File: src/rtl/cbc_pkg.sv
// ----------------------------------------------------------------------------
// cbc_pkg
// Shared types, widths and constants of the cascaded balance controller.
// ----------------------------------------------------------------------------
package cbc_pkg;

   localparam int PW    = 86;   // product accumulator width
   localparam int MXW   = 52;   // multiplier x operand width
   localparam int MYW   = 33;   // multiplier y operand width
   localparam int MXL   = 26;   // low slice of x per partial product
   localparam int DVW   = 70;   // dividend magnitude width
   localparam int DVSW  = 28;   // divisor width
   localparam int REQ_W = 96;
   localparam int RSP_W = 48;
   localparam int CSR_IW = 3;

   // period scaling: floor(x / 1e6) by two reciprocal passes and one fix-up
   localparam int SC_PRE = 20;  // pre-shift of x before the first pass
   localparam int SC_SH1 = 31;  // post-shift of the first pass
   localparam int SC_SH2 = 51;  // post-shift of the second pass

   localparam logic signed [MYW-1:0] SENSOR_K = 33'sd40212386;
   localparam logic signed [MYW-1:0] MICRO_Y  = 33'sd1000000;
   localparam logic signed [MYW-1:0] RECIP_Y  = 33'sd2251799813;  // floor(2^51 / 1e6)
   localparam logic signed [39:0]    AVG_GAIN = 40'sd93;

   typedef enum logic [CSR_IW-1:0] {
      CSR_ANGLE_OFFSET = 3'd0,
      CSR_WAKEUP_ANGLE = 3'd1,
      CSR_DEAD_ANGLE   = 3'd2,
      CSR_SPEED_GAIN_P = 3'd3,
      CSR_SPEED_GAIN_I = 3'd4,
      CSR_ANGLE_GAIN_P = 3'd5,
      CSR_ANGLE_GAIN_D = 3'd6
   } csr_idx_type;

   typedef enum logic [4:0] {
      ST_IDLE, ST_GATE, ST_CHK, ST_SENS_MUL, ST_SENS_DIV, ST_SENS_CAP, ST_EST,
      ST_SMOOTH, ST_SERR, ST_SUM, ST_I_MUL, ST_SP_MUL, ST_SC_Q1, ST_SC_M1,
      ST_SC_Q2, ST_SC_M2, ST_P_MUL,
      ST_TGT, ST_AERR, ST_D_MUL, ST_D2_MUL, ST_D_DIV, ST_AP_MUL, ST_INCR,
      ST_MEAN, ST_WHEEL, ST_DONE, ST_WAIT
   } state_type;

   typedef enum logic [4:0] {
      SP_NONE, SP_LOAD, SP_GATE, SP_SENS_MUL, SP_SENS_DIV, SP_SENS_CAP, SP_EST,
      SP_SMOOTH, SP_SERR, SP_SUM, SP_I_MUL, SP_SP_MUL, SP_SC_Q1, SP_SC_M1,
      SP_SC_Q2, SP_SC_M2, SP_P_MUL,
      SP_TGT, SP_AERR, SP_D_MUL, SP_D2_MUL, SP_D_DIV, SP_AP_MUL, SP_INCR,
      SP_MEAN, SP_WHEEL, SP_OUT
   } step_type;

   typedef struct packed {
      step_type step;
   } cmd_type;

   typedef struct packed {
      logic busy;
      logic en;
   } status_type;

   function automatic logic signed [31:0] sat32(input logic signed [PW-1:0] v);
      logic signed [PW-1:0] hi;
      logic signed [PW-1:0] lo;
      hi = PW'(33'sh07FFFFFFF);
      lo = -hi - PW'(1);
      if (v > hi) begin
         return 32'(hi);
      end else if (v < lo) begin
         return 32'(lo);
      end
      return 32'(v);
   endfunction

endpackage

File: src/rtl/cbc_ctrl.sv
// ----------------------------------------------------------------------------
// cbc_ctrl
// Sequencer: steps the datapath through one sample and owns the request and result handshakes.
// ----------------------------------------------------------------------------
module cbc_ctrl (
   input  logic                  clock,
   input  logic                  reset,
   input  logic                  req_tvalid,
   output logic                  req_tready,
   output logic                  rsp_tvalid,
   input  logic                  rsp_tready,
   output cbc_pkg::cmd_type      cmd,
   input  cbc_pkg::status_type   status
);
   import cbc_pkg::*;

   state_type state_ff, state_in, ret_ff, ret_in;
   logic      rv_ff, rv_in;
   logic      slot_free;

   assign slot_free = !rv_ff || rsp_tready;

   always_comb begin
      state_in = state_ff;
      ret_in   = ret_ff;
      unique case (state_ff)
         ST_IDLE:     if (req_tvalid) state_in = ST_GATE;
         ST_GATE:     state_in = ST_CHK;
         ST_CHK:      state_in = status.en ? ST_SENS_MUL : ST_DONE;
         ST_SENS_MUL: begin state_in = ST_WAIT; ret_in = ST_SENS_DIV; end
         ST_SENS_DIV: begin state_in = ST_WAIT; ret_in = ST_SENS_CAP; end
         ST_SENS_CAP: state_in = ST_EST;
         ST_EST:      state_in = ST_SMOOTH;
         ST_SMOOTH:   state_in = ST_SERR;
         ST_SERR:     state_in = ST_SUM;
         ST_SUM:      state_in = ST_I_MUL;
         ST_I_MUL:    begin state_in = ST_WAIT; ret_in = ST_SP_MUL; end
         ST_SP_MUL:   begin state_in = ST_WAIT; ret_in = ST_SC_Q1; end
         ST_SC_Q1:    begin state_in = ST_WAIT; ret_in = ST_SC_M1; end
         ST_SC_M1:    begin state_in = ST_WAIT; ret_in = ST_SC_Q2; end
         ST_SC_Q2:    begin state_in = ST_WAIT; ret_in = ST_SC_M2; end
         ST_SC_M2:    begin state_in = ST_WAIT; ret_in = ST_P_MUL; end
         ST_P_MUL:    begin state_in = ST_WAIT; ret_in = ST_TGT; end
         ST_TGT:      state_in = ST_AERR;
         ST_AERR:     state_in = ST_D_MUL;
         ST_D_MUL:    begin state_in = ST_WAIT; ret_in = ST_D2_MUL; end
         ST_D2_MUL:   begin state_in = ST_WAIT; ret_in = ST_D_DIV; end
         ST_D_DIV:    begin state_in = ST_WAIT; ret_in = ST_AP_MUL; end
         ST_AP_MUL:   begin state_in = ST_WAIT; ret_in = ST_INCR; end
         ST_INCR:     state_in = ST_MEAN;
         ST_MEAN:     state_in = ST_WHEEL;
         ST_WHEEL:    state_in = ST_DONE;
         ST_DONE:     if (slot_free) state_in = ST_IDLE;
         ST_WAIT:     if (!status.busy) state_in = ret_ff;
         default:     state_in = ST_IDLE;
      endcase
   end

   always_comb begin
      cmd.step   = SP_NONE;
      req_tready = 1'b0;
      rv_in      = rv_ff && !rsp_tready;
      unique case (state_ff)
         ST_IDLE: begin
            req_tready = 1'b1;
            if (req_tvalid) cmd.step = SP_LOAD;
         end
         ST_GATE:     cmd.step = SP_GATE;
         ST_SENS_MUL: cmd.step = SP_SENS_MUL;
         ST_SENS_DIV: cmd.step = SP_SENS_DIV;
         ST_SENS_CAP: cmd.step = SP_SENS_CAP;
         ST_EST:      cmd.step = SP_EST;
         ST_SMOOTH:   cmd.step = SP_SMOOTH;
         ST_SERR:     cmd.step = SP_SERR;
         ST_SUM:      cmd.step = SP_SUM;
         ST_I_MUL:    cmd.step = SP_I_MUL;
         ST_SP_MUL:   cmd.step = SP_SP_MUL;
         ST_SC_Q1:    cmd.step = SP_SC_Q1;
         ST_SC_M1:    cmd.step = SP_SC_M1;
         ST_SC_Q2:    cmd.step = SP_SC_Q2;
         ST_SC_M2:    cmd.step = SP_SC_M2;
         ST_P_MUL:    cmd.step = SP_P_MUL;
         ST_TGT:      cmd.step = SP_TGT;
         ST_AERR:     cmd.step = SP_AERR;
         ST_D_MUL:    cmd.step = SP_D_MUL;
         ST_D2_MUL:   cmd.step = SP_D2_MUL;
         ST_D_DIV:    cmd.step = SP_D_DIV;
         ST_AP_MUL:   cmd.step = SP_AP_MUL;
         ST_INCR:     cmd.step = SP_INCR;
         ST_MEAN:     cmd.step = SP_MEAN;
         ST_WHEEL:    cmd.step = SP_WHEEL;
         ST_DONE: begin
            if (slot_free) begin
               cmd.step = SP_OUT;
               rv_in    = 1'b1;
            end
         end
         default: begin
         end
      endcase
   end

   always_ff @(posedge clock) begin
      if (reset) begin
         state_ff <= ST_IDLE;
         ret_ff   <= ST_IDLE;
         rv_ff    <= 1'b0;
      end else begin
         state_ff <= state_in;
         ret_ff   <= ret_in;
         rv_ff    <= rv_in;
      end
   end

   assign rsp_tvalid = rv_ff;

endmodule

File: config.mk
export PLATFORM = sky130hd
export DESIGN_NAME = cbc_ctrl
export DESIGN_NICKNAME = d
export VERILOG_FILES = /design/src/rtl/cbc_pkg.sv /design/src/rtl/cbc_ctrl.sv
export SDC_FILE = /design/constraint.sdc
export NUM_CORES = 1
export LEC_CHECK = 0
export BUFFER_PORTS_ARGS = -buffer_cell sky130_fd_sc_hd__buf_2
export CORE_MARGIN = 1.5
export CORE_UTILIZATION = 45
export DETAILED_ROUTE_END_ITERATION = 10
export PLACE_DENSITY_LB_ADDON = 0.15
export SYNTH_ARGS = -nofsm -noshare
export SYNTH_HDL_FRONTEND = slang
export SYNTH_SLANG_ARGS = --single-unit
File: constraint.sdc
create_clock -name clock -period 4.6 [get_ports clock]
set_input_delay 1.15 -clock clock [delete_from_list [all_inputs] [get_ports clock]]
set_output_delay 1.15 -clock clock [all_outputs]
set_load 0.02 [all_outputs]
* Word-level counts from Yosys, hierarchy flattened
Index checks and enable logic that the tools add are counted.
** Word-level totals
- Register bits :: 11
- Latch bits :: 0
- Memory bits (writable) :: 0
- Bits in read-only memories :: 0
- Input port bits :: 6
- Output and inout port bits :: 7
- Word-level logic and storage cells :: 53
- Memories :: 0
** Operators by class
- $add $sub $neg :: 0
- Multipliers :: 0
- Divide/modulo/power cells :: 0
- $lt $le $gt $ge :: 0
- Equal/unequal tests :: 30
- Shift-type cells :: 0
- Mux-type cells :: 12
- Bitwise operators :: 0
- Reduce and logical (&&, ||, !) cells :: 8
** Operators with widths (count)
- $pmux W5 S26 :: 1
- $pmux W5 S16 :: 1
- $pmux W5 S13 :: 1
- $eq A5 B5 Y1 const B :: 12
- $eq A5 B4 Y1 const B :: 8
- $mux W5 :: 5
- $eq A5 B3 Y1 const B :: 4
- $reduce_bool A13 Y1 :: 1
- $reduce_or A13 Y1 :: 1
- $eq A5 B2 Y1 const B :: 2
- $ne A2 B2 Y1 const B :: 3
- $eq A5 B1 Y1 const B :: 1
- $logic_not A5 Y1 :: 1
- $mux W1 :: 4
- $reduce_and A3 Y1 :: 1
- $logic_not A1 Y1 :: 2
- $logic_and A1 B1 Y1 :: 1
- $logic_or A1 B1 Y1 :: 1

* Logic depth before layout (Yosys ltp)
Gate-level depths: netlist (run 1).
- Word-level depth :: 4
- Mapped depth :: 7
- Depth with buffers taken out :: 4

* Worst setup path before layout (run 1)
No wires, ideal clock.
- Kind :: input -> output
- Start :: in rsp_tready
- End :: out cmd[3] (netlist bit)
- Arrival :: 1.984 ns
- Data required time :: 3.450 ns
- Setup slack :: 1.466 ns
- Cell stages on the path :: 4
- Path through :: nand2b_1 -> a21oi_1 -> or2_2 -> a21oi_1
** RTL lines
- start: declaration :: RTL line cbc_ctrl.sv:11 : input logic rsp_tready,
- end: declaration :: RTL line cbc_ctrl.sv:12 : output cbc_pkg::cmd_type cmd,

==> flow_metrics.tcl, run 1 <==
set metrics [dict create \
    initial_core_util 0.476 \
    ant_nets 0 \
    core_area_mm2 0.00219 \
    io_buffer_count 12 \
    synthFlopType "dfxtp_1" \
    outcome "completed" \
    diodes 0 \
    drtIter0Drc 64 \
    synthCells 148 \
    cts_buffer_depth 2 \
    grt_max_degree 31 \
    fp-row-count 17 \
    drive_above_1_share 0.147 \
    cts_tree "done" \
    tns_ns 0 \
    synth_edf_count 0 \
    swShare 0.537 \
    io_pins 13 \
    final.period_utilization 0.718 \
    totalWireLength_um 2790 \
    grt_remaining_overflow 0 \
    maxSlewHeadroom 0.366 \
    seq_power_share 0.299 \
    worstSetupPathType "reg -> out" \
    synth_top_area_share 0.211 \
    post_drt_wl_per_cell_um 15.6 \
    gr-usage-all-layers 0.232 \
    path_max_fanout 30 \
    path_clk_slew_ns 0.09 \
    first_pass_iters 4 \
    drv_cap 0 \
    synth_area_leaders "dfxtp_1, a21oi_1, nor2_1, buf_2, o21ai_0" \
    hp-class "reg -> reg" \
    grt_pass1_vias 941 \
    die_h_um 51.1 \
    max_freq_mhz 303 \
    leakagePower_nw 0.424 \
    power_frac_comb 0.606 \
    rsz0062_at_grt "false" \
    endpoint_kind "output port" \
    final-setup-viol-count 0 \
    cts_sinks 11 \
    grt_pass1_wl_um 4640 \
    yosysSeqAreaShare 0.211 \
    syn_area_mm2 0.00104 \
    final-hold-violation-count 0 \
    synth_cell_types 49 \
    p_int_mw 0.355 \
    synth_area_leader_cell "dfxtp_1" \
    synth_nets 154 \
    cts_resized 0 \
    clk_latency_ns 0.28 \
    postSynth.asyncResetShare 0 \
    post_cts_buffers 0 \
    max-vdd-ir-drop_uv 328 \
    syn2layout_area_growth_pct 4.44 \
    dp_hpwl_um 1830 \
    netlist_top_cells_count "nor2_1, a21oi_1, buf_2" \
    post-synth-top-count-cell "nor2_1" \
    cts_made_buffers 3 \
    finalMaxSlewViolations 0 \
    worst_pin_slew_ns 0.949 \
    gp_congestion 0.866 \
    vias 1118 \
    htree_levels 1 \
    avgSynthCellArea_um2 7.04 \
    cp-start-kind "register" \
    die-area_mm2 0.00261 \
    cts_root_buf "clkbuf_4" \
    required_ns 3.45 \
    synth.ff_latch_count 11 \
    synth_warnings 0 \
    power_density_mw_per_mm2 704 \
    skew_ns 0.00937 \
    period_needed_ns 3.30 \
    die_w_um 51.1 \
    pre_cts_slack_ns 1.40 \
    hold_buffers 0 \
    via_per_inst 6.28 \
    p_clk_frac 0.095 \
    antenna_found_initial 0 \
    drc 0 \
    worst_slack_ns 1.30 \
    crit_arrival_ns 2.15 \
    final_nets 157 \
    p_sw_mw 0.412 \
]
## flip-flops by register name, indices dropped and copies added, names as in the netlist
signal / flops
ret_ff: 5
state_ff: 5
rsp_tvalid: 1
## worst paths after layout
check / start / depth (start not counted) / slack (ns) / to
worst max-delay path: state_ff[1] / 5 / 1.30 / cmd[3]
worst min-delay path: ret_ff[2] / 2 / 0.46 / ret_ff[2]
worst max register to register: state_ff[4] / 4 / 2.61 / state_ff[0]
worst min register to register: ret_ff[2] / 2 / 0.46 / ret_ff[2]
## power by group through the flow
stage | registers, mW | logic [mW] | clock network, mW
detailed placement | 0.229 | 0.461 | 0
CTS | 0.227 | 0.463 | 0.0723
floorplan | 0.142 | 0.453 | 0
global route | 0.242 | 0.513 | 0.0764
finish | 0.229 | 0.464 | 0.0728
global placement | 0.229 | 0.457 | 0
## worst max-delay path: stages (launching register included)
cell and delay [ns]:
dfxtp_1 0.91, inv_1 0.38, a21oi_1 0.19, or2_2 0.13
a21oi_1 0.06, buf_2 0.20
## metrics by stage
step	power [mW]	util	hold WS, ns	instances	instance area, µm²
after floorplan	0.595	-	0.422	148	1040
final	0.766	0.497	0.457	178	1090
after detailed placement	0.690	0.485	0.442	174	1060
after global placement	0.686	0.485	0.439	174	1060
after CTS	0.762	0.497	0.454	178	1090
after global routing	0.831	0.497	0.496	178	1090
## final cells by class
cell class                      instances  area (µm²)
Tap cell                               28        35.0
Fill cell                             231        1100
Inverter                                7        26.3
Multi-Input combinational cell        115         713
Clock buffer                            4        26.3
Timing Repair Buffer                   13        67.6
Sequential cell                        11         220
## placed cells by master (no fill, tap or decap), types with 3 or more instances in the layout
master,instances
clkbuf_4,3
nor2_1,17
nand2b_1,4
buf_2,12
nand2_1,10
a31oi_1,6
dfxtp_1,11
a21oi_1,16
o21ai_0,10
inv_1,7
nor2b_1,4
or2_2,3
## kinds of logic after synthesis
kind of cell,share of synthesized area
flip-flops,0.211
AO/OA/AOI/OAI,0.401
buffers and inverters,0.104
AND/OR/NAND/NOR,0.258
XOR/XNOR,0.0252
## metal layers
metal | global-route usage | up-vias | routed length (µm)
met5 | 0 | - | 0
met4 | 0.0676 | 0 | 42
met3 | 0.0263 | 7 | 192
met2 | 0.344 | 45 | 1250
met1 | 0.348 | 516 | 1300
li1 | - | 550 | -
No activity file was read; power rests on OpenSTA's default activity.
==> run 2: changes to the inputs <==
- clock period: 4.6 -> 2.85 ns (I/O delays scaled with it)
==> run 2 against run 1 <==
Utilization grew 1.0 points; power grew 66%; critical path depth is the same; first-iteration DRC count shrank 22%; combinational power grew 78%; sequential power grew 41%; count of clock-buffer cells in the layout is the same; via count grew 3.6%; register-to-register slack lost 1.6 ns; cell area grew 2.1%; largest cell class unchanged.
==> flow_metrics.tcl, run 2 (same netlist as run 1, synthesis figures left out) <==
set metrics [dict create \
    outcome "completed" \
    seq_power_share 0.255 \
    multi_input_area_um2 713 \
    max_freq_mhz 408 \
    cts_sinks 11 \
    worstHoldEndpoint "ret_ff[2]" \
    grt_pass1_vias 996 \
    grt_pass1_wl_um 4750 \
    worstReg2RegEnd "state_ff[0]" \
    final-hold-violation-count 0 \
    whs_ns 0.464 \
    cts_tree "done" \
    crit_arrival_ns 1.74 \
    skew_ns 0.00522 \
    final-setup-viol-count 0 \
    hp-class "reg -> reg" \
    drtIter0Drc 50 \
    hold_buffers 0 \
    period_needed_ns 2.45 \
    grt_remaining_overflow 0 \
    io_pins 13 \
    layout_common_cells "nor2_1, a21oi_1, buf_2, dfxtp_1" \
    worst_pin_slew_ns 0.618 \
    cpPeakStageDelay_ns 0.72 \
    drv_cap 0 \
    tns_ns 0 \
    core_area_mm2 0.00219 \
    crit_chain "nand2b_1 -> nor2_1 -> a41oi_1 -> o21ai_0 -> buf_2" \
    syn2layout_area_growth_pct 6.60 \
    maxSlewHeadroom 0.588 \
    swShare 0.537 \
    fp-row-count 17 \
    power_density_mw_per_mm2 1150 \
    p_int_mw 0.589 \
    endpoint_kind "output port" \
    totalWireLength_um 2890 \
    first_pass_iters 4 \
    post_cts_buffers 0 \
    gr-usage-all-layers 0.239 \
    diodes 0 \
    cp-start-kind "register" \
    path_clk_slew_ns 0.09 \
    via_per_inst 6.40 \
    htree_levels 1 \
    power_frac_comb 0.651 \
    post_drt_wl_per_cell_um 15.9 \
    final.period_utilization 0.861 \
    rsz0062_at_grt "false" \
    min_from "ret_ff[2]" \
    cts_made_buffers 3 \
    dp_hpwl_um 2040 \
    initial_core_util 0.476 \
    die_w_um 51.1 \
    drc 0 \
    n_fill_cell 221 \
    leakagePower_nw 0.439 \
    cp_top_family "flip-flops" \
    slowest_stage "dfxtp_1" \
    rr_worst_depth 5 \
    gp_congestion 0.904 \
    io_buffer_count 12 \
    p_sw_mw 0.683 \
    finalMaxSlewViolations 0 \
    min_path_cells 2 \
    worstSetupPathType "reg -> out" \
    final_common_cell "nor2_1" \
    die-area_mm2 0.00261 \
    p_clk_frac 0.094 \
    cts_resized 0 \
    regToRegSetupSlack_ns 1.00 \
    die_h_um 51.1 \
    grt_max_degree 23 \
    cts_root_buf "clkbuf_4" \
    seqCellArea_um2 220 \
    max-vdd-ir-drop_uv 485 \
    path_max_fanout 18 \
    required_ns 2.14 \
    r2r_start "state_ff[4]" \
    crit_buf_inv 1 \
    final_nets 160 \
    ant_nets 0 \
    clk_latency_ns 0.28 \
    drive_above_1_share 0.163 \
    cts_buffer_depth 2 \
    antenna_found_initial 0 \
    vias 1158 \
]
==> run 2: changes by cell type in the layout (fill, tap and decap cells not counted), sizes merged <==
cell	previous run	this run
buf	13	16
==> run 2: power groups by stage <==
stage / Clock, mW / Combinational [mW] / Sequential, mW
finish: 0.120 / 0.828 / 0.324
CTS: 0.117 / 0.817 / 0.321
global placement: 0 / 0.805 / 0.324
global route: 0.120 / 0.918 / 0.336
detailed placement: 0 / 0.814 / 0.325
floorplan: 0 / 0.731 / 0.229
==> run 2: final cells by class <==
type	count	share of cell area
clock buffers	4	0.0236
multi-input cells	115	0.642
inverters	7	0.0236
repair buffers	16	0.0811
well taps	28	0.0315
flip-flops and latches	11	0.198
==> run 2: how the worst max path moves through the flow <==
stage	from	to	slack [ns]	cells past startpoint
final	state_ff[3]	cmd[1]	0.40	5
after global routing	state_ff[4]	cmd[1]	0.21	4
after CTS	state_ff[3]	cmd[1]	0.42	5
after detailed placement	rsp_tready	cmd[3]	0.51	6
after global placement	rsp_tready	cmd[3]	0.54	6
after floorplan	state_ff[0]	cmd[0]	0.45	5
==> run 2: worst register-to-register path: stages, from the launching register on <==
cell,delay [ns]
dfxtp_1,0.48
buf_4,0.27
or4_4,0.53
a221oi_2,0.23
a211o_1,0.15
o32ai_1,0.07
==> run 2: metal layers <==
layer	vias up	global-route usage	part of all wire
li1	558	-	-
met1	522	0.357	0.42
met2	71	0.357	0.46
met3	7	0.0205	0.10
met4	0	0.0766	0.019
met5	-	0	0
==> run 2: per-stage QoR <==
stage / std cells / cell area [µm²] / setup slack, ns / utilization / power, mW
finish: 181 / 1110 / 0.397 / 0.507 / 1.27
detailed placement: 177 / 1080 / 0.506 / 0.495 / 1.14
CTS: 181 / 1110 / 0.422 / 0.507 / 1.26
floorplan: 148 / 1040 / 0.448 / - / 0.960
global route: 181 / 1110 / 0.209 / 0.507 / 1.37
global placement: 177 / 1080 / 0.538 / 0.495 / 1.13
